## src/rtl/xsc_div_cell.sv

```systemverilog
`default_nettype none
// ----------------------------------------------------------------------------
// xsc_div_cell: one quotient bit of a pipelined restoring divider
// Doubles the partial remainder, compares it with the divisor and shifts the
// new bit into the quotient.
// ----------------------------------------------------------------------------
module xsc_div_cell #(
  parameter int DW = 45,
  parameter int QB = 30,
  parameter int SW = 8
) (
  input  wire logic          clk,
  input  wire logic          rst_n,
  input  wire logic          vld_i,
  input  wire logic [DW:0]   rem_i,
  input  wire logic [DW-1:0] den_i,
  input  wire logic [QB-1:0] q_i,
  input  wire logic [SW-1:0] side_i,
  output logic               vld_o,
  output logic [DW:0]        rem_o,
  output logic [DW-1:0]      den_o,
  output logic [QB-1:0]      q_o,
  output logic [SW-1:0]      side_o
);

  logic [DW:0] rem_sh;
  logic [DW:0] den_ext;
  logic        ge;

  // Compare the doubled remainder against the divisor.
  always_comb begin
    rem_sh  = {rem_i[DW-1:0], 1'b0};
    den_ext = {1'b0, den_i};
    ge      = (rem_sh >= den_ext);
  end

  always_ff @(posedge clk) begin
    if (!rst_n) begin
      vld_o <= 1'b0;
    end else begin
      vld_o <= vld_i;
    end
  end

  always_ff @(posedge clk) begin
    rem_o  <= ge ? (rem_sh - den_ext) : rem_sh;
    den_o  <= den_i;
    q_o    <= {q_i[QB-2:0], ge};
    side_o <= side_i;
  end

endmodule
`default_nettype wire

```

## config.mk

```make
export PLATFORM = sky130hd
export DESIGN_NAME = xsc_div_cell
export DESIGN_NICKNAME = d
export VERILOG_FILES = /design/src/rtl/xsc_div_cell.sv
export SDC_FILE = /design/constraint.sdc
export NUM_CORES = 1
export LEC_CHECK = 0
export BUFFER_PORTS_ARGS = -buffer_cell sky130_fd_sc_hd__buf_2
export CORE_UTILIZATION = 40
export DETAILED_ROUTE_END_ITERATION = 8
export PLACE_DENSITY = 0.72
export SLEW_MARGIN = 10
export SYNTH_ARGS = -nofsm -noshare
export SYNTH_HDL_FRONTEND = slang
export SYNTH_SLANG_ARGS = --single-unit
```

## constraint.sdc

```tcl
create_clock -name clk -period 3.87 [get_ports clk]
set_input_delay 1.161 -clock clk [delete_from_list [all_inputs] [get_ports clk]]
set_output_delay 1.161 -clock clk [all_outputs]
set_load 0.01 [all_outputs]
```

==> impl_metrics.py <==
metrics = {
    "status": {
        "status": "complete, but fails checks",
        "violations": "DRC",
    },
    "synthesis": {
        "synth.distinct_cells": 54,
        "synth_cells": 621,
        "async_flop_share_pct": 0,
        "synth_area_leaders": "dfxtp_1 43%, ha_1 9.3%, mux2_4 7.2%, a21oi_1 4.6%, xnor2_1 4.2%",
        "syn_area_per_cell_sq_um": 9.73,
        "synth_top_area_cell": "dfxtp_1",
        "synth_top_cell_area_share_pct": 43.1,
        "ys_seq_area_share_pct": 43.1,
        "syn_area_sq_mm": 0.00604,
        "yosys_warnings": 0,
        "synthMostInstantiatedCell": "dfxtp_1",
        "syn_nets": 799,
        "synth-main-ff-cell": "dfxtp_1",
        "synth_edf_count": 0,
        "yosys-top-cells-count": "130 x dfxtp_1, 55 x a21oi_1, 53 x inv_1",
        "ys_ff_latch": 130,
    },
    "detailed_routing": {
        "dr_total_vias": 5441,
        "drt_iter0_drc": 229,
        "drc": 46,
        "antenna_left": 0,
        "dr_wl_met2_um": 7630,
        "highest_layer": "met4",
        "routed_wl_um": 15800,
        "drt-wirelength-per-cell_um": 14.2,
        "via_per_inst": 4.89,
        "wl_met1_um": 6700,
        "first_pass_iters": 6,
        "routed-wl-met3_um": 1130,
    },
    "global_routing": {
        "antenna_found_initial": 1,
        "grt_start_max_net_pins": 17,
        "grt-ovfl-total": 0,
        "grt_use_total_pct": 20.6,
        "grt_pass1_vias": 5224,
        "grt_pass1_wl_um": 25200,
    },
    "pwr": {
        "p_total_mw": 4.08,
        "power_density_mw_per_mm2": 490,
        "vdd_drop_max_mv": 0.282,
        "leakagePower_nw": 4.28,
    },
    "critical_path": {
        "path_max_fanout": 3,
        "critPathKind": "in -> reg",
        "cp-end-kind": "flip-flop",
        "worstPathArrival_ns": 3.97,
        "cp-start-kind": "input pin",
        "cp_data_required_time_ns": 4.18,
    },
    "finish": {
        "n_fill_cell": 1363,
        "area_delta_synth_final_pct": 37.9,
        "multi_input_area_sq_mm": 0.00314,
        "drive_above_1_share_pct": 39.1,
        "num-nets-final": 1092,
        "finalNonFillerCells": 1112,
        "utilization_pct": 56.9,
        "seq_area_sq_mm": 0.00260,
    },
    "clock_tree": {
        "path_clk_slew_ns": 0.06,
        "cts_hold_buffers": 0,
        "clock_sinks": 130,
        "cts_tree": "built",
        "root_buffer": "clkbuf_16",
        "postCtsSetupBuffers": 0,
        "clockBufferDepth": 2,
        "htree_num_levels": 4,
        "cts_made_buffers": 17,
        "cts.repair.resized": 0,
    },
    "timing": {
        "slew_viol_final": 0,
        "max_clock_freq_ghz": 0.273,
        "relSlewSlack_pct": 60.9,
        "hold_viol_final": 0,
        "worst_pin_slew_ns": 0.583,
        "layout_min_cycle_time_ns": 3.66,
        "setup_ws_ns": 0.211,
        "period_share_pct": 94.5,
        "rsz0062_at_grt": "false",
        "fin_tns_setup_ns": 0,
        "setup_viol": 0,
    },
    "floorplan": {
        "die-area_sq_mm": 0.0156,
        "die_y_um": 125,
        "core_area_sq_mm": 0.0146,
        "num_rows": 44,
        "die-width_um": 125,
        "start_util_pct": 41.3,
        "ios": 262,
    },
    "min_path": {
        "hp-class": "in -> reg",
    },
    "run": {
        "drv_cap": 0,
    },
    "placement": {
        "placed_cells": 1079,
        "io_buffers": 259,
        "pre_cts_ws_ns": -0.208,
        "gp_congestion": 0.905,
        "hpwl_um": 12800,
    },
}
==> sequential cells by signal, indices dropped and copies added (netlist names) <==
register,cells
q_o,30
vld_o,1
side_o,8
rem_o,46
den_o,45
==> cells in the final DEF, fill, tap and decap left out, types with 3 or more instances in the layout <==
master | synthesis | layout
a21boi_0 | 5 | 5
a21o_1 | 21 | 21
a21oi_1 | 55 | 55
a31oi_1 | 6 | 6
and2_1 | 4 | 4
and3_1 | 7 | 7
buf_2 | 2 | 259
buf_4 | 0 | 32
clkbuf_16 | 0 | 17
dfxtp_1 | 130 | 130
ha_1 | 45 | 45
inv_1 | 53 | 53
inv_6 | 0 | 6
mux2_1 | 5 | 5
mux2_4 | 29 | 29
nand2_1 | 39 | 39
nand2b_1 | 3 | 3
nand3_1 | 17 | 17
nand4_1 | 11 | 11
nor2_1 | 23 | 23
nor2b_1 | 8 | 8
nor3_1 | 5 | 5
nor4_1 | 3 | 3
o211ai_1 | 6 | 6
o21a_1 | 8 | 8
o21ai_0 | 20 | 20
o21ai_1 | 16 | 16
o31ai_1 | 6 | 6
or3_1 | 5 | 5
xnor2_1 | 29 | 29
xor2_1 | 11 | 11
==> area by class of cell <==
class	instances	area share, %
Multi-Input combinational cell	418	37.7
Sequential cell	130	31.2
Inverter	54	2.46
Clock buffer	17	5.11
Tap cell	184	2.76
Timing Repair Buffer	293	18.9
Antenna cell	1	0.0300
Clock inverter	15	1.77
==> worst max-delay path: stages <==
cell      delay (ns)
buf_2           0.11
ha_1            0.30
nor2b_1         0.14
buf_4           0.14
o31ai_4         0.21
a31oi_2         0.16
buf_4           0.16
a21o_1          0.20
buf_4           0.15
a211oi_1        0.49
o21ai_1         0.17
a21oi_1         0.23
xnor2_1         0.08
mux2_4          0.26
==> worst paths after layout <==
kind | from | endpoint | cells after the start
setup / recovery | rem_i[1] | rem_o[32] | 14
hold / removal | q_i[25] | q_o[26] | 1
==> report_power, final <==
part | internal [mW] | switching (mW)
clock network | 0.902 | 0.654
logic | 0.491 | 0.514
registers | 1.49 | 0.0316
total | 2.88 | 1.20
==> per-stage QoR <==
step | instance area, sq um | hold WS, ns
after floorplan | 6040 | 1.19
after global placement | 7760 | 1.26
after detailed placement | 7760 | 1.26
after CTS | 8330 | 0.820
after global routing | 8330 | 0.819
final | 8330 | 0.841
==> per-layer routing <==
layer	global-route usage, %	up-vias
li1	-	2779
met1	23.5	2442
met2	35.6	198
met3	6.01	22
met4	9.18	0
met5	0	-
==> logic make-up (layout without fill, tap and decap cells) <==
| group | Yosys count | after routing | synth area share (%) |
|---|---|---|---|
| buffers and inverters | 73 | 379 | 4.99 |
| flip-flops | 130 | 130 | 43.1 |
| other | 0 | 1 | 0 |
| AND/OR/NAND/NOR | 130 | 130 | 10.6 |
| AO/OA/AOI/OAI | 168 | 168 | 17.7 |
| XOR/XNOR | 40 | 40 | 5.80 |
| multiplexers | 34 | 34 | 8.14 |
| adder cells (fa/ha/maj) | 46 | 46 | 9.65 |
Note: power is estimated with default switching activity, not from simulation.
