===== config.mk =====
export PLATFORM = sky130hd
export DESIGN_NAME = xsc_sqrt_cell
export DESIGN_NICKNAME = d
export VERILOG_FILES = /design/src/rtl/xsc_sqrt_cell.sv
export SDC_FILE = /design/constraint.sdc
export NUM_CORES = 1
export LEC_CHECK = 0
export ABC_AREA = 0
export CORE_UTILIZATION = 60
export DETAILED_ROUTE_END_ITERATION = 8
export DONT_BUFFER_PORTS = 1
export PLACE_DENSITY = 0.83
export SLEW_MARGIN = 20
export SYNTH_ARGS = -nofsm -noshare
export SYNTH_HDL_FRONTEND = slang
export SYNTH_SLANG_ARGS = --single-unit

===== constraint.sdc =====
create_clock -name clk -period 3.2 [get_ports clk]
set_input_delay 0 -clock clk [delete_from_list [all_inputs] [get_ports clk]]
set_output_delay 0 -clock clk [all_outputs]
set_load 0.01 [all_outputs]

===== src/rtl/xsc_sqrt_cell.sv =====
`default_nettype none
// ----------------------------------------------------------------------------
// xsc_sqrt_cell: one digit of a pipelined integer square root
// Brings down two radicand bits, tries the next root bit and registers the
// partial root, partial remainder and the sideband word.
// ----------------------------------------------------------------------------
module xsc_sqrt_cell #(
  parameter int RW = 23,
  parameter int SW = 8
) (
  input  wire logic            clk,
  input  wire logic            rst_n,
  input  wire logic            vld_i,
  input  wire logic [2*RW-1:0] rad_i,
  input  wire logic [RW+1:0]   rem_i,
  input  wire logic [RW-1:0]   root_i,
  input  wire logic [SW-1:0]   side_i,
  output logic                 vld_o,
  output logic [2*RW-1:0]      rad_o,
  output logic [RW+1:0]        rem_o,
  output logic [RW-1:0]        root_o,
  output logic [SW-1:0]        side_o
);

  logic [RW+1:0] rem_sh;
  logic [RW+1:0] trial;
  logic          ge;

  // Trial subtraction for this root digit.
  always_comb begin
    rem_sh = {rem_i[RW-1:0], rad_i[2*RW-1 -: 2]};
    trial  = {root_i, 2'b01};
    ge     = (rem_sh >= trial);
  end

  always_ff @(posedge clk) begin
    if (!rst_n) begin
      vld_o <= 1'b0;
    end else begin
      vld_o <= vld_i;
    end
  end

  always_ff @(posedge clk) begin
    rad_o  <= {rad_i[2*RW-3:0], 2'b00};
    rem_o  <= ge ? (rem_sh - trial) : rem_sh;
    root_o <= {root_i[RW-2:0], ge};
    side_o <= side_i;
  end

endmodule
`default_nettype wire


==> flow_summary.yaml, run 1 <==
yosys:
  ys_seq_area_share_pct: 52.4
  syn_area_um2: 3860
  ys.flop_type: "dfxtp_1"
  netlist_top_cells_count: "dfxtp_1 (101), inv_1 (35), ha_1 (25)"
  ys_types: 53
  yosysTopAreaCell: "dfxtp_1"
  syn_area_per_cell_um2: 10.5
  synth_edf_count: 0
  ys_ff_latch: 101
  async_flop_share_pct: 0
  synth_warnings: 0
  synth_most_common_cell: "dfxtp_1"
  synth.top_cells.by_area: "dfxtp_1 (52%), ha_1 (8.1%), inv_1 (3.4%)"
  synth_top_area_share_pct: 52.4
  synth_cells: 367
floorplanning:
  io_pins: 208
  die_h_um: 82.2
  fp-row-count: 28
  initial_core_util_pct: 63.6
  die_w_um: 82.2
cts:
  clockRootBuffer: "clkbuf_8"
  cts_num_sinks: 101
  clock_tree.buffer_depth: 2
  cts_resized: 0
  post-cts-setup-buffers: 0
  hold_buffers: 101
  cts_buffers: 9
  cts_max_level: 3
run_status:
  outcome: "did not finish"
  haltStage: "4_1_cts"
  error_line: "[ERROR RSZ-0060] Max buffer count reached."
placed_design:
  io_buffers: 0
  gp_congestion: 0.908
  dp.cells: 434
  hpwl_um: 6920
==> cell families after synthesis <==
logic type	Yosys count	synth area share, %
AO/OA/AOI/OAI	93	16.7
XOR/XNOR	17	3.86
adder cells (fa/ha/maj)	25	8.11
buffers and inverters	47	5.45
flip-flops	101	52.4
multiplexers	14	3.99
other	1	0.0972
AND/OR/NAND/NOR	69	9.38
==> stage by stage <==
stage          instance area [µm²]  hold slack [ns]  utilization (%)  setup slack, ns
3_5_place_dp                  3900           0.0278             64.3            0.695
3_3_place_gp                  3900           0.0278             64.3            0.734
2_1_floorplan                 3860           0.0277                -            0.986
==> inputs of run 2 (changes only) <==
CORE_UTILIZATION = 40   (was 60)
PLACE_DENSITY = default   (was 0.83)
PLACE_DENSITY_LB_ADDON = 0.15   (was default)
==> run 2 against run 1 <==
Net effect: the run now ends clean; synthesized area did not move; synthesized cell count did not move.
==> flow_summary.yaml, run 2 <==
power:
  powerDensity_nw_per_um2: 526
  ir_drop_uv: 265
  power_mw: 2.72
  leakage_nw: 2.31
worst_setup_path:
  path_max_fanout: 6
  cp_common_cell: "inv_1"
  crit_slowest_cell: "dlygate4sd3_1"
  max_stage_delay_ns: 0.59
  cp_data_required_time_ns: 3.48
  crit_type: "input pin to flop"
  cp-start-kind: "input pin"
  crit_arrival_ns: 2.55
  critPathCaptureType: "flop"
  path_cells: "dlygate4sd3_1, inv_1, ha_1, inv_1, a21oi_1, o211ai_1, a31oi_1, o21bai_1, nor3_1, o41ai_4"
placed_design:
  placed_cell_area_um2: 3970
  io_buffers: 0
  hpwl_um: 6790
  gp_congestion: 0.851
yosys:
  syn_area_um2: 3860
  netlist_top_cells_count: "dfxtp_1 (101), inv_1 (35), ha_1 (25)"
  synth_warnings: 0
  yosysTopAreaCell: "dfxtp_1"
  ys_types: 53
  synth_edf_count: 0
  synth_top_area_share_pct: 52.4
  synth.top_cells.by_area: "dfxtp_1 (52%), ha_1 (8.1%), inv_1 (3.4%)"
  async_flop_share_pct: 0
  ys_seq_area_share_pct: 52.4
  syn_area_per_cell_um2: 10.5
  synth_cells: 367
  ys_ff_latch: 101
  ys.flop_type: "dfxtp_1"
  synth_most_common_cell: "dfxtp_1"
routing:
  wl_um: 10200
  antenna_left: 0
  first_iter_violations: 75
  avgRoutedWirePerCell_um: 16.8
  first_pass_iters: 4
  via_per_inst: 4.95
  vias: 3001
  remaining_drc_errors: 0
hold_path:
  worstHoldEndpoint: "rem_o[8]"
  worstHoldStart: "rem_i[6]"
  hold_path.class: "input pin to flop"
  worstHoldPathCells: 3
global_route:
  grt_usage_pct: 20.0
  grt_pass1_wl_um: 15400
  grt_max_degree: 20
  antenna_found_initial: 0
  grt-ovfl-total: 0
  grt_pass1_vias: 3098
job:
  maxCapViolations: 0
timing:
  slew-limit-headroom_pct: 65.1
  tightest_slew_ns: 0.521
  fmax_ghz: 0.441
  period_share_pct: 70.8
  drv_slew: 0
  grt_setup_unrepaired: "no"
  setup_violations: 0
  fin_tns_setup_ns: 0
  finalHoldViolations: 0
  period_needed_ns: 2.27
floorplanning:
  dieArea_um2: 10000
  die_w_um: 100
  core-area_um2: 9280
  io_pins: 208
  die_h_um: 100
  fp-row-count: 35
  initial_core_util_pct: 41.5
layout:
  final_util_pct: 55.7
  layout-drive-gt1-share_pct: 6.71
  multi_input_area_um2: 1630
  largest-register: "rad_o"
  synthToLayoutAreaGrowth_pct: 34.2
  fillers: 846
  final_cell_mix: "dlygate4sd3_1 (101), dfxtp_1 (101), inv_1 (35)"
  insertedDiodeCount: 0
  layout.nets: 602
  largest_reg_flops: 44
  postLayoutCellArea_um2: 5170
  top_regs: "rad_o: 44 flops, rem_o: 25 flops, root_o: 23 flops"
  seq_area_um2: 2020
cts:
  cts_resized: 0
  clockRootBuffer: "clkbuf_8"
  path_clk_slew_ns: 0.11
  cts_max_level: 3
  post-cts-setup-buffers: 0
  cts_buffers: 9
  tritoncts: "done"
  clock_tree.buffer_depth: 2
  cts_num_sinks: 101
run_status:
  outcome: "completed"
==> run 2: worst max-delay path by stage <==
stage,start,end,slack [ns]
2_1_floorplan,root_i[18],rem_o[11],0.99
3_3_place_gp,root_i[18],rem_o[24],0.75
3_5_place_dp,root_i[18],rem_o[24],0.75
4_1_cts,rad_i[44],rem_o[20],0.97
5_1_grt,rad_i[44],rem_o[20],0.82
6_report,rad_i[44],rem_o[20],0.93
==> run 2: what timing repair did <==
action                                 in CTS  in global routing
setup endpoints to repair                   0                  0
hold buffers                              101                  0
endpoints found under the hold margin     100                  0
==> run 2: worst max-delay path: cells and delay by family <==
family	cells	cell delay, ns
simple gates	1	0.14
buf+inv	3	0.71
fa+ha+maj	1	0.21
compound gates	5	1.48
==> run 2: power by group <==
part	total (mW)	internal [mW]	switching [mW]
registers	1.47	1.37	0.101
logic	0.484	0.253	0.230
clock network	0.773	0.302	0.471
total	2.72	1.92	0.802
==> run 2: kinds of logic (layout without fill, tap and decap cells) <==
family / after synthesis / count (layout) / synth area share (%)
other: 1 / 2 / 0.0972
adder cells (fa/ha/maj): 25 / 25 / 8.11
AO/OA/AOI/OAI: 93 / 93 / 16.7
XOR/XNOR: 17 / 17 / 3.86
buffers and inverters: 47 / 156 / 5.45
flip-flops: 101 / 101 / 52.4
multiplexers: 14 / 14 / 3.99
AND/OR/NAND/NOR: 69 / 69 / 9.38
==> run 2: cell type report <==
| cell class | instances | share of cell area [%] |
|---|---|---|
| Sequential cell | 101 | 39.1 |
| Multi-Input combinational cell | 220 | 31.5 |
| Timing Repair Buffer | 105 | 20.1 |
| Tap cell | 129 | 3.12 |
| Inverter | 35 | 2.54 |
| Clock buffer | 9 | 2.39 |
| Clock inverter | 7 | 1.31 |
==> run 2: metal layers <==
| layer | up-vias | part of all wire (%) | track usage (%) | routed length [µm] |
|---|---|---|---|---|
| met4 | 0 | 1.0 | 5.57 | 102 |
| met5 | - | 0 | 0 | 0 |
| met2 | 121 | 53 | 37.8 | 5350 |
| met1 | 1392 | 40 | 22.1 | 4070 |
| li1 | 1482 | - | - | - |
| met3 | 6 | 6.3 | 4.81 | 637 |
==> run 2: per-stage QoR <==
stage	hold slack (ns)	setup slack, ns	std cells
floorplan	0.0277	0.986	368
global placement	0.0278	0.755	489
detailed placement	0.0278	0.752	489
CTS	0.0345	0.968	606
global route	0.0557	0.822	606
finish	0.0479	0.933	606
No activity file was read; power rests on OpenSTA's default activity.
==> inputs of run 3 (changes only) <==
clock period = 1.9 ns   (was 3.2 ns; I/O delays follow)
==> run 3 against run 2 <==
Net effect: via count grew 7.0%; the run now ends with hold timing left; sequential power grew 68%; largest cell class unchanged; combinational power is 110% higher; total power rose by 77%; critical path type unchanged; global-route usage grew 1.3 points; final cell count is 10% higher.
==> flow_summary.yaml, run 3 (synthesis results as in run 2) <==
layout:
  mostFrequentLayoutCell: "dfxtp_1"
  largest_reg_flops: 44
  final_util_pct: 61.7
  insertedDiodeCount: 0
  postLayoutCellArea_um2: 5720
  fillers: 805
  layout.nets: 664
  top_regs: "rad_o: 44 flops, rem_o: 25 flops, root_o: 23 flops"
  final_cell_mix: "dfxtp_1 (101), dlygate4sd3_1 (99), buf_4 (67)"
  largest-register: "rad_o"
  layout-drive-gt1-share_pct: 20.0
  synthToLayoutAreaGrowth_pct: 48.4
floorplanning:
  initial_core_util_pct: 41.5
  fp-row-count: 35
  core-area_um2: 9280
  die_w_um: 100
  die_h_um: 100
  dieArea_um2: 10000
  io_pins: 208
worst_setup_path:
  path_max_fanout: 16
  path_cells: "inv_12, ha_4, or3_1, o22a_1, a22o_4, o211ai_2, a211o_1, and2_1, buf_12, mux2_2"
  max_stage_delay_ns: 0.36
  crit_slowest_cell: "or3_1"
  path_buf_inv: 2
  critPathCaptureType: "flop"
  crit_arrival_ns: 2.05
  cp_data_required_time_ns: 2.18
  critical_path.top_delay_family: "compound AO/OA/AOI/OAI gates"
  crit_type: "input pin to flop"
  cp-start-kind: "input pin"
run_status:
  outcome: "finished with violations"
  violations: "hold timing"
global_route:
  antenna_found_initial: 0
  grt_max_degree: 20
  grt-ovfl-total: 0
  grt_pass1_vias: 3354
  grt_pass1_wl_um: 16500
  grt_usage_pct: 21.3
hold_path:
  hold_path.class: "input pin to flop"
placed_design:
  io_buffers: 0
  gp_congestion: 0.882
  hpwl_um: 7450
  placed_cell_area_um2: 4540
routing:
  wl_um: 10700
  antenna_left: 0
  avgRoutedWirePerCell_um: 16.0
  first_pass_iters: 4
  via_per_inst: 4.81
  remaining_drc_errors: 0
  vias: 3212
  first_iter_violations: 119
timing:
  grt_setup_unrepaired: "no"
  fmax_ghz: 0.563
  period_needed_ns: 1.78
  drv_slew: 0
  setup_violations: 0
  period_share_pct: 93.5
  finalHoldViolations: 2
  whs_ns: -0.291
cts:
  path_clk_slew_ns: 0.11
  post-cts-setup-buffers: 0
  clockRootBuffer: "clkbuf_8"
  cts_buffers: 9
  clock_tree.buffer_depth: 2
  cts_resized: 0
  cts_max_level: 3
  cts_num_sinks: 101
  hold_buffers: 99
  tritoncts: "done"
power:
  leakage_nw: 2.64
  ir_drop_uv: 320
  power_mw: 4.83
  powerDensity_nw_per_um2: 844
job:
  maxCapViolations: 0
## run 3: final timing paths
| kind | cells after the start | slack (ns) | startpoint | to |
|---|---|---|---|---|
| min | 1 | -0.29 | rad_i[44] | rem_o[0] |
| max | 10 | 0.12 | root_i[0] | rem_o[6] |
## run 3: metal layers
metal  track usage [%]  routed length, µm
met2              38.7               5440
met5                 0                  0
met1              24.8               4440
met3              5.01                650
met4              6.35                153
## run 3: where the power goes
| part | internal (mW) | switching (mW) |
|---|---|---|
| clock | 0.510 | 0.824 |
| sequential | 2.30 | 0.169 |
| combinational | 0.592 | 0.435 |
## run 3: layout make-up
cell class	count	area [µm²]	share of cell area, %
timing repair buffer	167	1510	26.4
tap	129	161	2.82
clock buffer	9	124	2.16
sequential	101	2020	35.3
clock inverter	7	68.8	1.20
multi-input combinational	220	1690	29.5
inverter	35	144	2.51
## run 3: metrics by stage
stage          hold slack [ns]  instances  setup WS, ns  setup TNS [ns]
6_report                -0.291        668         0.124               0
5_1_grt                 -0.300        668        0.0440               0
4_1_cts                 -0.303        668        0.0985               0
3_5_place_dp            0.0277        553        -0.310           -5.24
3_3_place_gp            0.0278        553        -0.269           -4.41
2_1_floorplan           0.0277        368        -0.217           -2.42
