$ cat src/rtl/xsc_pkg.sv
`default_nettype none
// ----------------------------------------------------------------------------
// xsc_pkg: shared types and constants for the XY squareness check
// Word formats, per-chain sideband structs, divide-by-constant factors and
// the CORDIC arctangent table.
// ----------------------------------------------------------------------------
package xsc_pkg;

  // Field and datapath widths.
  localparam int SideW    = 22;
  localparam int SumW     = 45;
  localparam int DiagDW   = 24;
  localparam int DiagW    = 20;
  localparam int Root1W   = 23;
  localparam int FracW    = 30;
  localparam int QW       = 31;
  localparam int Root2W   = 31;
  localparam int CordW    = 33;
  localparam int AngW     = 36;
  localparam int FineW    = 35;
  localparam int SkewW    = 21;
  localparam int DivSteps = 30;
  localparam int CordSteps = 31;

  // Divide by ten: multiply by the rounded-up reciprocal and shift.
  localparam logic [24:0] DivTenMul   = 25'd26843546;
  localparam int          DivTenShift = 28;
  // Divide by 625 after a shift by four gives a divide by 10000.
  localparam logic [31:0] Div625Mul   = 32'd3518437209;
  localparam int          Div625Shift = 41;

  localparam logic [FineW-1:0] RoundHalf   = 35'd5000;
  localparam logic [FineW-1:0] SquareLimit = 35'd10000000;
  localparam logic [SkewW-1:0] AngleMax    = 21'd900000;
  localparam logic [DiagW-1:0] ThrMetric   = 20'd200;
  localparam logic [DiagW-1:0] ThrInch     = 20'd7;

  typedef enum logic [1:0] {
    VerdictSquare = 2'd0,
    VerdictSlight = 2'd1,
    VerdictAdjust = 2'd2
  } verdict_t;

  // Sideband carried through the diagonal square-root chain.
  typedef struct packed {
    logic [SideW-1:0] c;
    logic [SumW-1:0]  mag;
    logic [SumW-1:0]  den;
    logic             neg;
  } sq1_side_t;

  // Sideband carried through the divider chain.
  typedef struct packed {
    logic              neg;
    logic              ang_ok;
    logic              one;
    logic [DiagDW-1:0] d;
  } div_side_t;

  // Sideband carried through the cosine-vector square-root chain.
  typedef struct packed {
    logic [QW-1:0]    q;
    logic             neg;
    logic             ang_ok;
    logic [DiagW-1:0] diag;
  } sq2_side_t;

  // Sideband carried through the CORDIC chain.
  typedef struct packed {
    logic             neg;
    logic             ang_ok;
    logic [DiagW-1:0] diag;
  } cor_side_t;

  // atan(2^-i) in 1e-8 degree, rounded to nearest.
  function automatic logic signed [AngW-1:0] cordic_atan(input int i);
    logic signed [AngW-1:0] v;
    case (i)
      0:  v = 36'sd4500000000;
      1:  v = 36'sd2656505118;
      2:  v = 36'sd1403624347;
      3:  v = 36'sd712501635;
      4:  v = 36'sd357633437;
      5:  v = 36'sd178991061;
      6:  v = 36'sd89517371;
      7:  v = 36'sd44761417;
      8:  v = 36'sd22381050;
      9:  v = 36'sd11190568;
      10: v = 36'sd5595289;
      11: v = 36'sd2797645;
      12: v = 36'sd1398823;
      13: v = 36'sd699411;
      14: v = 36'sd349706;
      15: v = 36'sd174853;
      16: v = 36'sd87426;
      17: v = 36'sd43713;
      18: v = 36'sd21857;
      19: v = 36'sd10928;
      20: v = 36'sd5464;
      21: v = 36'sd2732;
      22: v = 36'sd1366;
      23: v = 36'sd683;
      24: v = 36'sd342;
      25: v = 36'sd171;
      26: v = 36'sd85;
      27: v = 36'sd43;
      28: v = 36'sd21;
      29: v = 36'sd11;
      30: v = 36'sd5;
      default: v = '0;
    endcase
    return v;
  endfunction

endpackage
`default_nettype wire

$ cat src/rtl/xsc_cordic_cell.sv
`default_nettype none
// ----------------------------------------------------------------------------
// xsc_cordic_cell: one vectoring rotation of the CORDIC chain
// Rotates the vector toward the x axis by atan(2^-I) and accumulates the
// angle; shifts of negative values truncate toward zero.
// ----------------------------------------------------------------------------
module xsc_cordic_cell #(
  parameter int I  = 0,
  parameter int SW = 8
) (
  input  wire logic                              clk,
  input  wire logic                              rst_n,
  input  wire logic                              vld_i,
  input  wire logic signed [xsc_pkg::CordW-1:0]  x_i,
  input  wire logic signed [xsc_pkg::CordW-1:0]  y_i,
  input  wire logic signed [xsc_pkg::AngW-1:0]   z_i,
  input  wire logic [SW-1:0]                     side_i,
  output logic                                   vld_o,
  output logic signed [xsc_pkg::CordW-1:0]       x_o,
  output logic signed [xsc_pkg::CordW-1:0]       y_o,
  output logic signed [xsc_pkg::AngW-1:0]        z_o,
  output logic [SW-1:0]                          side_o
);
  import xsc_pkg::*;

  localparam logic signed [AngW-1:0] Atan = cordic_atan(I);

  logic signed [CordW-1:0] ny;
  logic signed [CordW-1:0] nx;
  logic signed [CordW-1:0] dx;
  logic signed [CordW-1:0] dy;

  // Magnitude shifts, sign restored afterwards.
  always_comb begin
    ny = -y_i;
    nx = -x_i;
    dx = y_i[CordW-1] ? -(ny >>> I) : (y_i >>> I);
    dy = x_i[CordW-1] ? -(nx >>> I) : (x_i >>> I);
  end

  always_ff @(posedge clk) begin
    if (!rst_n) begin
      vld_o <= 1'b0;
    end else begin
      vld_o <= vld_i;
    end
  end

  always_ff @(posedge clk) begin
    if (!y_i[CordW-1]) begin
      x_o <= x_i + dx;
      y_o <= y_i - dy;
      z_o <= z_i + Atan;
    end else begin
      x_o <= x_i - dx;
      y_o <= y_i + dy;
      z_o <= z_i - Atan;
    end
    side_o <= side_i;
  end

endmodule
`default_nettype wire

$ cat config.mk
export PLATFORM = sky130hd
export DESIGN_NAME = xsc_cordic_cell
export DESIGN_NICKNAME = d
export VERILOG_FILES = /design/src/rtl/xsc_pkg.sv /design/src/rtl/xsc_cordic_cell.sv
export SDC_FILE = /design/constraint.sdc
export NUM_CORES = 1
export LEC_CHECK = 0
export ABC_CLOCK_PERIOD_IN_PS = 4400
export BUFFER_PORTS_ARGS = -buffer_cell sky130_fd_sc_hd__buf_2
export CORE_UTILIZATION = 49
export DETAILED_ROUTE_END_ITERATION = 6
export GPL_TIMING_DRIVEN = 1
export PLACE_DENSITY = 0.81
export SETUP_SLACK_MARGIN = 0.02
export SLEW_MARGIN = 20
export SYNTH_ARGS = -nofsm -noshare
export SYNTH_HDL_FRONTEND = slang
export SYNTH_SLANG_ARGS = --single-unit
export TNS_END_PERCENT = 100
$ cat constraint.sdc
create_clock -name clk -period 4.4 [get_ports clk]
set_input_delay 0.88 -clock clk [delete_from_list [all_inputs] [get_ports clk]]
set_output_delay 0.88 -clock clk [all_outputs]
set_load 0.005 [all_outputs]
==> reports/results.env, run 1 <==
RUN_STATUS='completed'
TIMING.HOLD.WORST.CLASS='input port to register'
WORSTPATHCELLLIST='buf_2 -> or4_4 -> or4_4 -> or4_4 -> nor2_4 -> nor2_1 -> xnor2_1 -> ha_1 -> a21o_1 -> nand2_2 -> nand4_1 -> a21boi_2 -> buf_4 -> nor3_1 -> or4_1'
FINALSETUPVIOLCOUNT=0
ROUTE.DETAILED.DRC=0
POWER.IR.VDD_WORST_mV=0.2160
SYNTH_AREA_IN_SIMPLE_GATES_PCT=17.75
TIMING.MAX_SLEW.REL_SLACK_PCT=56.38
NUMBER_OF_ENABLE_FLIP_FLOP_CELLS_AFTER_SYNTHESIS=0
YOSYSSEQAREASHARE_PCT=26.02
CLKSINKCOUNT=110
SYN_AVG_CELL_AREA_SQ_UM=8.131
CRIT_SLOWEST_CELL='sky130_fd_sc_hd__or4_4'
NUMCTSBUFFERS=9
FLOORPLAN.INITIALDENSITY_PCT=50.68
VIASPERCELL=5.519
SETUP_TOTAL_NEGATIVE_SLACK_NS=0
FINAL-INSTANCE-COUNT-EXCL-FILL=1633
SYNTH_TOP_FAMILY_BY_AREA='compound AO/OA/AOI/OAI gates'
POWER.COMBINATIONAL.FRACTION_PCT=45.5
LEAKAGEPOWER_nW=5.407
ROW_CNT=47
WORST-SETUP-PATH-TYPE='input port to register'
YS_TYPES=63
DRIVE_ABOVE_1_SHARE_PCT=29.79
FINALHOLDVIOLCOUNT=0
HOLDBUFCOUNTCTS=0
PWR-SHARE-SEQ_PCT=33.3
POST_SYNTH_XOR_AREA_FRACTION_PCT=14.69
PLACEMENT.IO_BUFFERS=223
CRITICAL-PATH-TOP-CELL-BY-COUNT='sky130_fd_sc_hd__or4_4'
GRT_USE_TOTAL_PCT=29.49
DRV_CAP=0
DIE_WIDTH_UM=133.4
MAX_FREQ_MHz=235.4
GRT_SETUP_UNREPAIRED='yes'
WORSTPATHMAXFANOUT=4
CLOCK_TREE.BUFFER_DEPTH=2
WORST_PATH_LARGEST_CELL_DELAY_NS=0.55
STARTPOINT_TYPE='input port'
SYNTH_FA_HA_AREA_SHARE_PCT=14.46
PLACEABLECOREAREA_SQ_UM=16700
WL_UM=26280
SYNTHARSTFLOPSHARE_PCT=0
MUXSHAREOFSYNTHAREA_PCT=0.3695
INT_POWER_mW=2.538
ANTENNA-DIODE-COUNT=0
GRT_REMAINING_OVERFLOW=0
CRITICAL_PATH.STARTPOINT='y_i[12]'
HTREEDEPTH=3
CRIT_END='x_o[24]$_DFF_P_'
ARRIVAL_NS=4.50
DETAILED_PLACE_HPWL_UM=21560
P_SWITCHING_mW=1.448
DP_CELLS=1614
AREA_GROWTH_PCT=33.72
POSTROUTEANTENNANETS=0
FLOORPLAN.DIE_AREA_SQ_UM=17800
FIRST_PASS_GRT_WIRE_LENGTH_UM=42220
NUM-NETS-FINAL=1617
MAPPEDNETLISTNETS=1250
TRITONCTS_CLOCK_TREE='built'
MAX_SLEW.WORST_PIN.SLEW_NS=0.6378
DOMINANTREGCELLSYNTH='sky130_fd_sc_hd__dfxtp_1'
YS_FF_LATCH=110
WORSTPATHREQUIRED_NS=4.65
DRT_ITER0_DRC=438
DIE_HEIGHT_UM=133.4
FIRST_GLOBAL_VIAS=8723
CLK_TRANSITION_REPORTED_PATHS_NS=0.08
P_PER_AREA_nW_PER_UM2=352.2
GPL_CONGESTION=0.9348
GRT_ANTENNA_BEFORE_REPAIR=0
SYN-CELL-AREA_SQ_UM=8464
CRITICAL_PATH.ENDPOINT_TYPE='register'
MIN_CLOCK_PERIOD_POST_ROUTE_NS=4.249
NUM_IO_PINS=224
TRITONROUTE_PASS_1_ITERS=5
LAYOUT_WORST_PATH_CYCLE_SHARE_PCT=96.56
WL_PER_CELL_UM=16.10
SYNTHESIZED_AREA_FRACTION_OCCUPIED_BY_AO_OA_AOI_AND_OAI_CELLS_PCT=23.83
DR_TOTAL_VIAS=9013
TIMING_MAX_TRANSITION_VIOLATIONS_FINAL=0
CTS_ROOT_BUF='sky130_fd_sc_hd__clkbuf_16'
GRT_START_MAX_NET_PINS=26
SYNTH_CELLS=1041
YOSYS_WARNINGS=0
NETSWITCHINGFRACTION_PCT=36.32
PWR-SHARE-CLK_PCT=21.2
[layer usage]
| layer | global-route usage (%) | routed length (um) | up-vias |
|---|---|---|---|
| met5 | 0 | 0 | - |
| met4 | 11.49 | 703 | 0 |
| met3 | 4.909 | 1581 | 49 |
| met2 | 50.14 | 12350 | 325 |
| met1 | 37.08 | 11650 | 4126 |
| li1 | - | - | 4513 |
[worst min-delay path by stage]
| stage | start | end | slack (ns) | depth (start not counted) |
|---|---|---|---|---|
| global placement | side_i[4] | side_o[4]$_DFF_P_ | 0.98 | 1 |
| floorplan | side_i[0] | side_o[0]$_DFF_P_ | 0.91 | 0 |
| detailed placement | side_i[3] | side_o[3]$_DFF_P_ | 0.98 | 1 |
| CTS | z_i[1] | z_o[1]$_DFF_P_ | 0.60 | 1 |
| finish | z_i[4] | z_o[4]$_DFF_P_ | 0.61 | 1 |
| global route | side_i[3] | side_o[3]$_DFF_P_ | 0.59 | 1 |
[cell usage in the layout, fill, tap and decap left out, types with 4 or more instances in the layout]
cell type and count:
sky130_fd_sc_hd__nor3_1 27, sky130_fd_sc_hd__nand2b_1 11, sky130_fd_sc_hd__o41ai_1 5, sky130_fd_sc_hd__inv_1 39
sky130_fd_sc_hd__or3_1 7, sky130_fd_sc_hd__and2_1 5, sky130_fd_sc_hd__o31ai_1 6, sky130_fd_sc_hd__nor2b_1 8
sky130_fd_sc_hd__a211oi_1 16, sky130_fd_sc_hd__buf_4 157, sky130_fd_sc_hd__nor2_1 99, sky130_fd_sc_hd__a211o_1 5
sky130_fd_sc_hd__nand2_1 66, sky130_fd_sc_hd__clkbuf_16 9, sky130_fd_sc_hd__dfxtp_1 110, sky130_fd_sc_hd__ha_1 93
sky130_fd_sc_hd__a2111oi_0 4, sky130_fd_sc_hd__a21oi_1 116, sky130_fd_sc_hd__a21o_1 39, sky130_fd_sc_hd__buf_2 223
sky130_fd_sc_hd__o21ai_0 54, sky130_fd_sc_hd__nand3_1 21, sky130_fd_sc_hd__o311ai_0 4, sky130_fd_sc_hd__a31oi_1 13
sky130_fd_sc_hd__o21bai_1 13, sky130_fd_sc_hd__nor4_1 12, sky130_fd_sc_hd__xor2_1 59, sky130_fd_sc_hd__and3_1 6
sky130_fd_sc_hd__xnor2_1 83, sky130_fd_sc_hd__nand4_1 18, sky130_fd_sc_hd__or4_4 4, sky130_fd_sc_hd__or2_2 4
sky130_fd_sc_hd__o21a_1 11
[cell families (layout without fill, tap and decap cells)]
group,after synthesis,after routing
and+or+nand+nor,306,306
muxes,3,3
AOI/OAI and AO/OA,320,320
xor gates and xnor gates,142,142
adders and majority gates,96,96
buffers and inverters,64,436
DFF,110,110
[metrics by stage]
| stage | setup WS (ns) | hold slack [ns] | area, sq um | total power [mW] | utilization [%] |
|---|---|---|---|---|---|
| after floorplan | -0.09478 | 0.9077 | 8489 | 2.301 | - |
| after global placement | -0.1578 | 0.9824 | 10940 | 3.109 | 65.50 |
| after detailed placement | -0.2637 | 0.9841 | 10940 | 3.129 | 65.50 |
| after CTS | 0.1188 | 0.5974 | 11240 | 3.986 | 67.30 |
| after global routing | -0.03189 | 0.5935 | 11320 | 4.246 | 67.77 |
| final | 0.1513 | 0.6051 | 11320 | 3.986 | 67.77 |
[power groups by stage]
| stage | Combinational [mW] | Clock (mW) | Sequential [mW] |
|---|---|---|---|
| after floorplan | 0.912 | 0 | 1.39 |
| after global placement | 1.77 | 0 | 1.34 |
| after detailed placement | 1.78 | 0 | 1.35 |
| after CTS | 1.79 | 0.863 | 1.33 |
| after global routing | 1.99 | 0.905 | 1.35 |
| final | 1.81 | 0.847 | 1.33 |
[flip-flops by register name (all words and copies together), names as in the netlist]
register	flops
side_o	8
vld_o	1
x_o	32
y_o	33
z_o	36
[synthesized netlist by cell type (13+ instances only)]
cell type,instances,area [sq um]
sky130_fd_sc_hd__a211oi_1,16,120.1
sky130_fd_sc_hd__a21o_1,39,292.8
sky130_fd_sc_hd__a21oi_1,117,585.6
sky130_fd_sc_hd__a31oi_1,14,87.58
sky130_fd_sc_hd__clkbuf_1,23,86.33
sky130_fd_sc_hd__dfxtp_1,110,2202
sky130_fd_sc_hd__ha_1,93,1164
sky130_fd_sc_hd__inv_1,39,146.4
sky130_fd_sc_hd__nand2_1,67,251.5
sky130_fd_sc_hd__nand3_1,21,105.1
sky130_fd_sc_hd__nand4_1,18,112.6
sky130_fd_sc_hd__nor2_1,100,375.4
sky130_fd_sc_hd__nor3_1,28,140.1
sky130_fd_sc_hd__o21ai_0,55,275.3
sky130_fd_sc_hd__o21bai_1,13,97.59
sky130_fd_sc_hd__xnor2_1,83,727.0
sky130_fd_sc_hd__xor2_1,59,516.8
[critical path, delay by kind of cell]
family	cells	cell delay, ns
and+or+nand+nor	9	2.45
AOI/OAI and AO/OA	2	0.42
adders and majority gates	1	0.34
buffers and inverters	2	0.26
xor gates and xnor gates	1	0.14
[layout make-up]
cell class,count,area (sq um)
Sequential cell,110,2202
Multi-Input combinational cell,867,6096
Tap cell,220,275.3
Clock inverter,7,75.07
Clock buffer,9,225.2
Fill cell,1428,5383
Timing Repair Buffer,380,2295
Inverter,40,150.1
[what timing repair did]
action,in CTS,in global routing
setup buffers,0,3
endpoints found under the setup margin,0,8
resized for setup,0,12
Note: power is estimated with default switching activity, not from simulation.
==> run 2: changes to the inputs <==
Settings changed: ABC_CLOCK_PERIOD_IN_PS 4400 to default, CORE_ASPECT_RATIO from default to 0.7.
==> run 2 against run 1 <==
  * Utilization decreased by 0.25 points
  * Global-route usage decreased by 0.26 points
  * Clock power decreased by 2%
  * Largest cell class unchanged
  * Largest power group unchanged
==> reports/results.env, run 2 (same netlist as run 1, synthesis figures left out) <==
ROUTE.DETAILED.DRC=0
FINALHOLDVIOLCOUNT=0
DIE_HEIGHT_UM=112.0
ROW_CNT=39
FINALSETUPVIOLCOUNT=0
TRITONCTS_CLOCK_TREE='built'
DR_TOTAL_VIAS=9080
NUM_IO_PINS=224
GRT_START_MAX_NET_PINS=41
PLACEMENT.IO_BUFFERS=223
HOLD_DEPTH=1
HTREEDEPTH=3
TIMING.MAX_SLEW.REL_SLACK_PCT=58.09
FINISH.UTILIZATION_PCT=67.52
MAX_FREQ_MHz=229.6
CRITICAL_PATH.STARTPOINT='y_i[12]'
TRITONROUTE_PASS_1_ITERS=5
DRT_ITER0_DRC=832
GPL_CONGESTION=0.9616
NUM-NETS-FINAL=1601
PLACE_WORST_SETUP_SLACK_NS=-0.2906
ARRIVAL_NS=4.65
CRITICAL_PATH.ENDPOINT_TYPE='register'
LAYOUT.CELLS.MOST_COMMON_LIST='223 x sky130_fd_sc_hd__buf_2, 140 x sky130_fd_sc_hd__buf_4, 117 x sky130_fd_sc_hd__a21oi_1'
FIN_TOTAL_PWR_mW=3.936
AREA_GROWTH_PCT=32.34
FLOORPLAN.INITIALDENSITY_PCT=51.02
VIASPERCELL=5.577
GRT_USE_TOTAL_PCT=29.23
SETUP_TOTAL_NEGATIVE_SLACK_NS=0
LAYOUT_WORST_PATH_CYCLE_SHARE_PCT=98.99
WL_PER_CELL_UM=16.20
STARTPOINT_TYPE='input port'
GRT_REMAINING_OVERFLOW=0
MOST_COMMON_CELL_AFTER_LAYOUT_FILL_AND_TAPS_ASIDE='sky130_fd_sc_hd__buf_2'
DP_CELLS=1604
DRIVE_ABOVE_1_SHARE_PCT=28.92
CLK_TRANSITION_REPORTED_PATHS_NS=0.08
GRT_ANTENNA_BEFORE_REPAIR=6
LARGEST_REGISTER_FFS=36
NUMCTSBUFFERS=9
FIRST_GLOBAL_VIAS=8280
GRT_SETUP_UNREPAIRED='yes'
LAYOUT_SETUP_WS_NS=0.04429
CLOCK_TREE.BUFFER_DEPTH=2
WORST-SETUP-PATH-TYPE='input port to register'
WORSTPATHREQUIRED_NS=4.70
POSTROUTEANTENNANETS=0
HOLD_PATH_END='z_o[7]$_DFF_P_'
TIMING_MAX_TRANSITION_VIOLATIONS_FINAL=0
CTS_ROOT_BUF='sky130_fd_sc_hd__clkbuf_16'
FLOORPLAN.DIE_AREA_SQ_UM=17810
DRV_CAP=0
WORSTPATHMAXFANOUT=4
FIRST_PASS_GRT_WIRE_LENGTH_UM=42250
WL_UM=26380
FINAL-INSTANCE-COUNT-EXCL-FILL=1628
HOLD_PATH.STARTPOINT='z_i[7]'
BIGGESTREGSBYFLOPS='z_o x36, y_o x33, x_o x32'
PLACEABLECOREAREA_SQ_UM=16590
TIMING.HOLD.WORST.CLASS='input port to register'
DIE_WIDTH_UM=159.1
DETAILED_PLACE_HPWL_UM=21650
RUN_STATUS='completed'
CLKSINKCOUNT=110
LARGEST_REGISTER='z_o'
P_PER_AREA_nW_PER_UM2=351.4
MAX_SLEW.WORST_PIN.SLEW_NS=0.6128
POWER.IR.VDD_WORST_mV=0.2719
MIN_CLOCK_PERIOD_POST_ROUTE_NS=4.356
LEAKAGEPOWER_nW=5.322
[run 2: through the flow]
step / instance area [sq um] / hold WS (ns)
2_1_floorplan: 8489 / 0.9077
3_3_place_gp: 10850 / 0.9827
3_5_place_dp: 10850 / 0.9836
4_1_cts: 11150 / 0.6075
5_1_grt: 11200 / 0.5973
6_report: 11200 / 0.6116
[run 2: worst max-delay path: stages]
cell and delay (ns):
sky130_fd_sc_hd__buf_2 0.11, sky130_fd_sc_hd__or4_4 0.54, sky130_fd_sc_hd__or4_4 0.43, sky130_fd_sc_hd__or4_4 0.47, sky130_fd_sc_hd__nor2_4 0.11, sky130_fd_sc_hd__buf_4 0.11, sky130_fd_sc_hd__a31oi_1 0.08, sky130_fd_sc_hd__xnor2_1 0.21
sky130_fd_sc_hd__ha_1 0.29, sky130_fd_sc_hd__a211oi_2 0.23, sky130_fd_sc_hd__nor2_1 0.09, sky130_fd_sc_hd__o41ai_2 0.35, sky130_fd_sc_hd__nand2_1 0.11, sky130_fd_sc_hd__a221o_1 0.32, sky130_fd_sc_hd__a21oi_1 0.18, sky130_fd_sc_hd__xnor2_1 0.14
[run 2: worst max-delay path by stage]
stage                      endpoint  slack [ns]  depth (start not counted)
global route        x_o[32]$_DFF_P_       -0.08                         16
CTS                 x_o[32]$_DFF_P_        0.07                         16
detailed placement  x_o[32]$_DFF_P_       -0.29                         16
global placement    x_o[24]$_DFF_P_       -0.17                         15
floorplan           x_o[24]$_DFF_P_       -0.09                         15
finish              x_o[32]$_DFF_P_        0.04                         16
[run 2: metal layers]
layer | GRT usage [%] | share of wire (%) | up-vias
li1 | - | - | 4499
met1 | 44.11 | 49 | 4081
met2 | 41.08 | 40 | 444
met3 | 5.253 | 8.2 | 56
met4 | 9.808 | 2.7 | 0
met5 | 0 | 0 | -
[run 2: final cells by class]
cell class / count / area [sq um]
Inverter: 40 / 150.1
Antenna cell: 6 / 15.01
Clock buffer: 9 / 225.2
Multi-Input combinational cell: 867 / 6065
Timing Repair Buffer: 364 / 2187
Clock inverter: 7 / 76.32
Sequential cell: 110 / 2202
Fill cell: 1412 / 5389
Tap cell: 225 / 281.5
[run 2: repair_timing]
action | CTS | global route
hold buffers | 0 | 0
hold endpoints to repair | 0 | 0
gates resized for setup | 0 | 10
buffers inserted | 0 | 2
endpoints found under the setup margin | 0 | 7
[run 2: where the power goes]
part | internal [mW] | total [mW] | switching (mW) | leakage [nW]
registers | 1.26 | 1.33 | 0.0660 | 0.928
clock network | 0.403 | 0.827 | 0.424 | 0.147
logic | 0.847 | 1.78 | 0.936 | 4.25
==> run 3: changes to the inputs <==
Settings changed: PLACE_DENSITY 0.81 to 0.82.
==> run 3 against run 2 <==
  * Sequential cell count unchanged
  * Clock-buffer cell count unchanged
  * Total power about the same
  * Sequential share of layout area about the same
  * Clock power about the same
  * Global-route usage increased by 0.25 points
  * Via count increased by 0.36%
  * Sequential power about the same
  * Maximum frequency increased by 1.2%
  * First-iteration DRC count increased by 10%
  * Largest cell class unchanged
==> reports/results.env, run 3 (same netlist as run 1, synthesis figures left out) <==
RUN_STATUS='completed'
TRITONROUTE_PASS_1_ITERS=6
GRT_USE_TOTAL_PCT=29.48
WL_UM=26720
FINALHOLDVIOLCOUNT=0
ROUTE.DETAILED.DRC=0
GRT_START_MAX_NET_PINS=29
GRT_REMAINING_OVERFLOW=0
LAYOUT_WORST_PATH_CYCLE_SHARE_PCT=97.79
GRT_SETUP_UNREPAIRED='yes'
CRITICAL_PATH.ENDPOINT_TYPE='register'
TIMING.MAX_SLEW.REL_SLACK_PCT=58.35
DIE_HEIGHT_UM=112.0
POSTROUTEANTENNANETS=0
DRV_CAP=0
SETUP_TOTAL_NEGATIVE_SLACK_NS=0
CRIT_END='x_o[32]$_DFF_P_'
ARRIVAL_NS=4.60
DIE_WIDTH_UM=159.1
HOLDBUFCOUNTCTS=0
DETAILED_PLACE_HPWL_UM=21520
LEAKAGEPOWER_nW=5.336
FLOORPLAN.DIE_AREA_SQ_UM=17810
CLKSINKCOUNT=110
CLK_TRANSITION_REPORTED_PATHS_NS=0.08
MAX_FREQ_MHz=232.4
FINISH.UTILIZATION_PCT=67.65
PLACE_WORST_SETUP_SLACK_NS=-0.2613
NUM-NETS-FINAL=1597
MIN_CLOCK_PERIOD_POST_ROUTE_NS=4.303
LAYOUT.CELLS.MOST_COMMON_LIST='223 x sky130_fd_sc_hd__buf_2, 135 x sky130_fd_sc_hd__buf_4, 115 x sky130_fd_sc_hd__a21oi_1'
ROW_CNT=39
WORST-SETUP-PATH-TYPE='input port to register'
FIRST_GLOBAL_VIAS=8422
POWER.IR.VDD_WORST_mV=0.2057
CRITICAL_PATH.STARTPOINT='y_i[12]'
GRT_ANTENNA_BEFORE_REPAIR=10
LAYOUT_SETUP_WS_NS=0.09723
PLACEMENT.IO_BUFFERS=223
TIMING_MAX_TRANSITION_VIOLATIONS_FINAL=0
VIASPERCELL=5.598
MAX_SLEW.WORST_PIN.SLEW_NS=0.6090
MOST_COMMON_CELL_AFTER_LAYOUT_FILL_AND_TAPS_ASIDE='sky130_fd_sc_hd__buf_2'
DRIVE_ABOVE_1_SHARE_PCT=28.86
P_PER_AREA_nW_PER_UM2=350.5
NUMCTSBUFFERS=9
LARGEST_REGISTER_FFS=36
TIMING.HOLD.WORST.CLASS='input port to register'
WORSTPATHREQUIRED_NS=4.70
WL_PER_CELL_UM=16.41
WORSTPATHMAXFANOUT=4
DR_TOTAL_VIAS=9113
CTS_ROOT_BUF='sky130_fd_sc_hd__clkbuf_16'
HTREEDEPTH=3
STARTPOINT_TYPE='input port'
DRT_ITER0_DRC=915
GPL_CONGESTION=0.9669
CLOCK_TREE.BUFFER_DEPTH=2
NUM_IO_PINS=224
TRITONCTS_CLOCK_TREE='built'
FINALSETUPVIOLCOUNT=0
FLOORPLAN.INITIALDENSITY_PCT=51.02
PLACEABLECOREAREA_SQ_UM=16590
FIRST_PASS_GRT_WIRE_LENGTH_UM=42630
AREA_GROWTH_PCT=32.59
BIGGESTREGSBYFLOPS='z_o x36, y_o x33, x_o x32'
NFILLCELLS=1400
LARGEST_REGISTER='z_o'
run 3: changes by cell type in the layout (fill, tap and decap cells not counted), sizes merged:
cell	previous run	this run
diode	6	10
buf	364	360
run 3: worst min path at each step:
stage	startpoint	cells past startpoint	end	slack, ns
after floorplan	side_i[0]	0	side_o[0]$_DFF_P_	0.91
after global placement	side_i[3]	1	side_o[3]$_DFF_P_	0.98
after detailed placement	side_i[0]	1	side_o[0]$_DFF_P_	0.98
after CTS	side_i[2]	1	side_o[2]$_DFF_P_	0.60
after global routing	side_i[5]	1	side_o[5]$_DFF_P_	0.59
final	side_i[2]	1	side_o[2]$_DFF_P_	0.61
run 3: power by group:
| group | switching (mW) | internal, mW | leakage, nW | total, mW |
|---|---|---|---|---|
| combinational | 0.940 | 0.844 | 4.26 | 1.78 |
| sequential | 0.0639 | 1.26 | 0.928 | 1.32 |
| clock | 0.421 | 0.404 | 0.148 | 0.825 |
run 3: what timing repair did:
action | CTS | global route
setup buffers | 0 | 2
gates resized for setup | 0 | 13
setup endpoints to repair | 0 | 8
run 3: layer usage:
| metal | global-route usage, % | up-vias | wire, um |
|---|---|---|---|
| met5 | 0 | - | 0 |
| li1 | - | 4508 | - |
| met3 | 4.583 | 45 | 2069 |
| met4 | 11.09 | 0 | 614 |
| met2 | 42.87 | 433 | 11280 |
| met1 | 43.41 | 4127 | 12760 |
run 3: worst max-delay path, stage by stage:
cell and delay, ns:
sky130_fd_sc_hd__buf_2 0.11, sky130_fd_sc_hd__or4_4 0.54, sky130_fd_sc_hd__or4_4 0.43, sky130_fd_sc_hd__or4_4 0.47, sky130_fd_sc_hd__buf_12 0.16, sky130_fd_sc_hd__nor3_4 0.19
sky130_fd_sc_hd__a21oi_1 0.12, sky130_fd_sc_hd__xnor2_1 0.19, sky130_fd_sc_hd__ha_1 0.28, sky130_fd_sc_hd__o21ai_0 0.08, sky130_fd_sc_hd__nor2_1 0.09, sky130_fd_sc_hd__o41ai_2 0.34
sky130_fd_sc_hd__nand2_1 0.10, sky130_fd_sc_hd__a221o_1 0.35, sky130_fd_sc_hd__a21oi_2 0.16, sky130_fd_sc_hd__xnor2_1 0.12
run 3: area by class of cell:
type                       count  area [sq um]  share of cell area, %
sequential                   110          2202                  19.62
inverter                      40         150.1                  1.338
timing repair buffer         360          2170                  19.33
multi-input combinational    867          6091                  54.27
clock buffer                   9         225.2                  2.007
tap                          225         281.5                  2.508
clock inverter                 7         78.83                 0.7023
antenna                       10         25.02                 0.2230
run 3: through the flow:
step / total power, mW / cells / hold slack (ns) / cell area [sq um]
CTS: 3.912 / 1616 / 0.6025 / 11130
detailed placement: 3.064 / 1600 / 0.9836 / 10830
global route: 4.185 / 1628 / 0.5928 / 11220
finish: 3.934 / 1628 / 0.6092 / 11220
global placement: 3.040 / 1600 / 0.9828 / 10830
floorplan: 2.301 / 1041 / 0.9077 / 8489
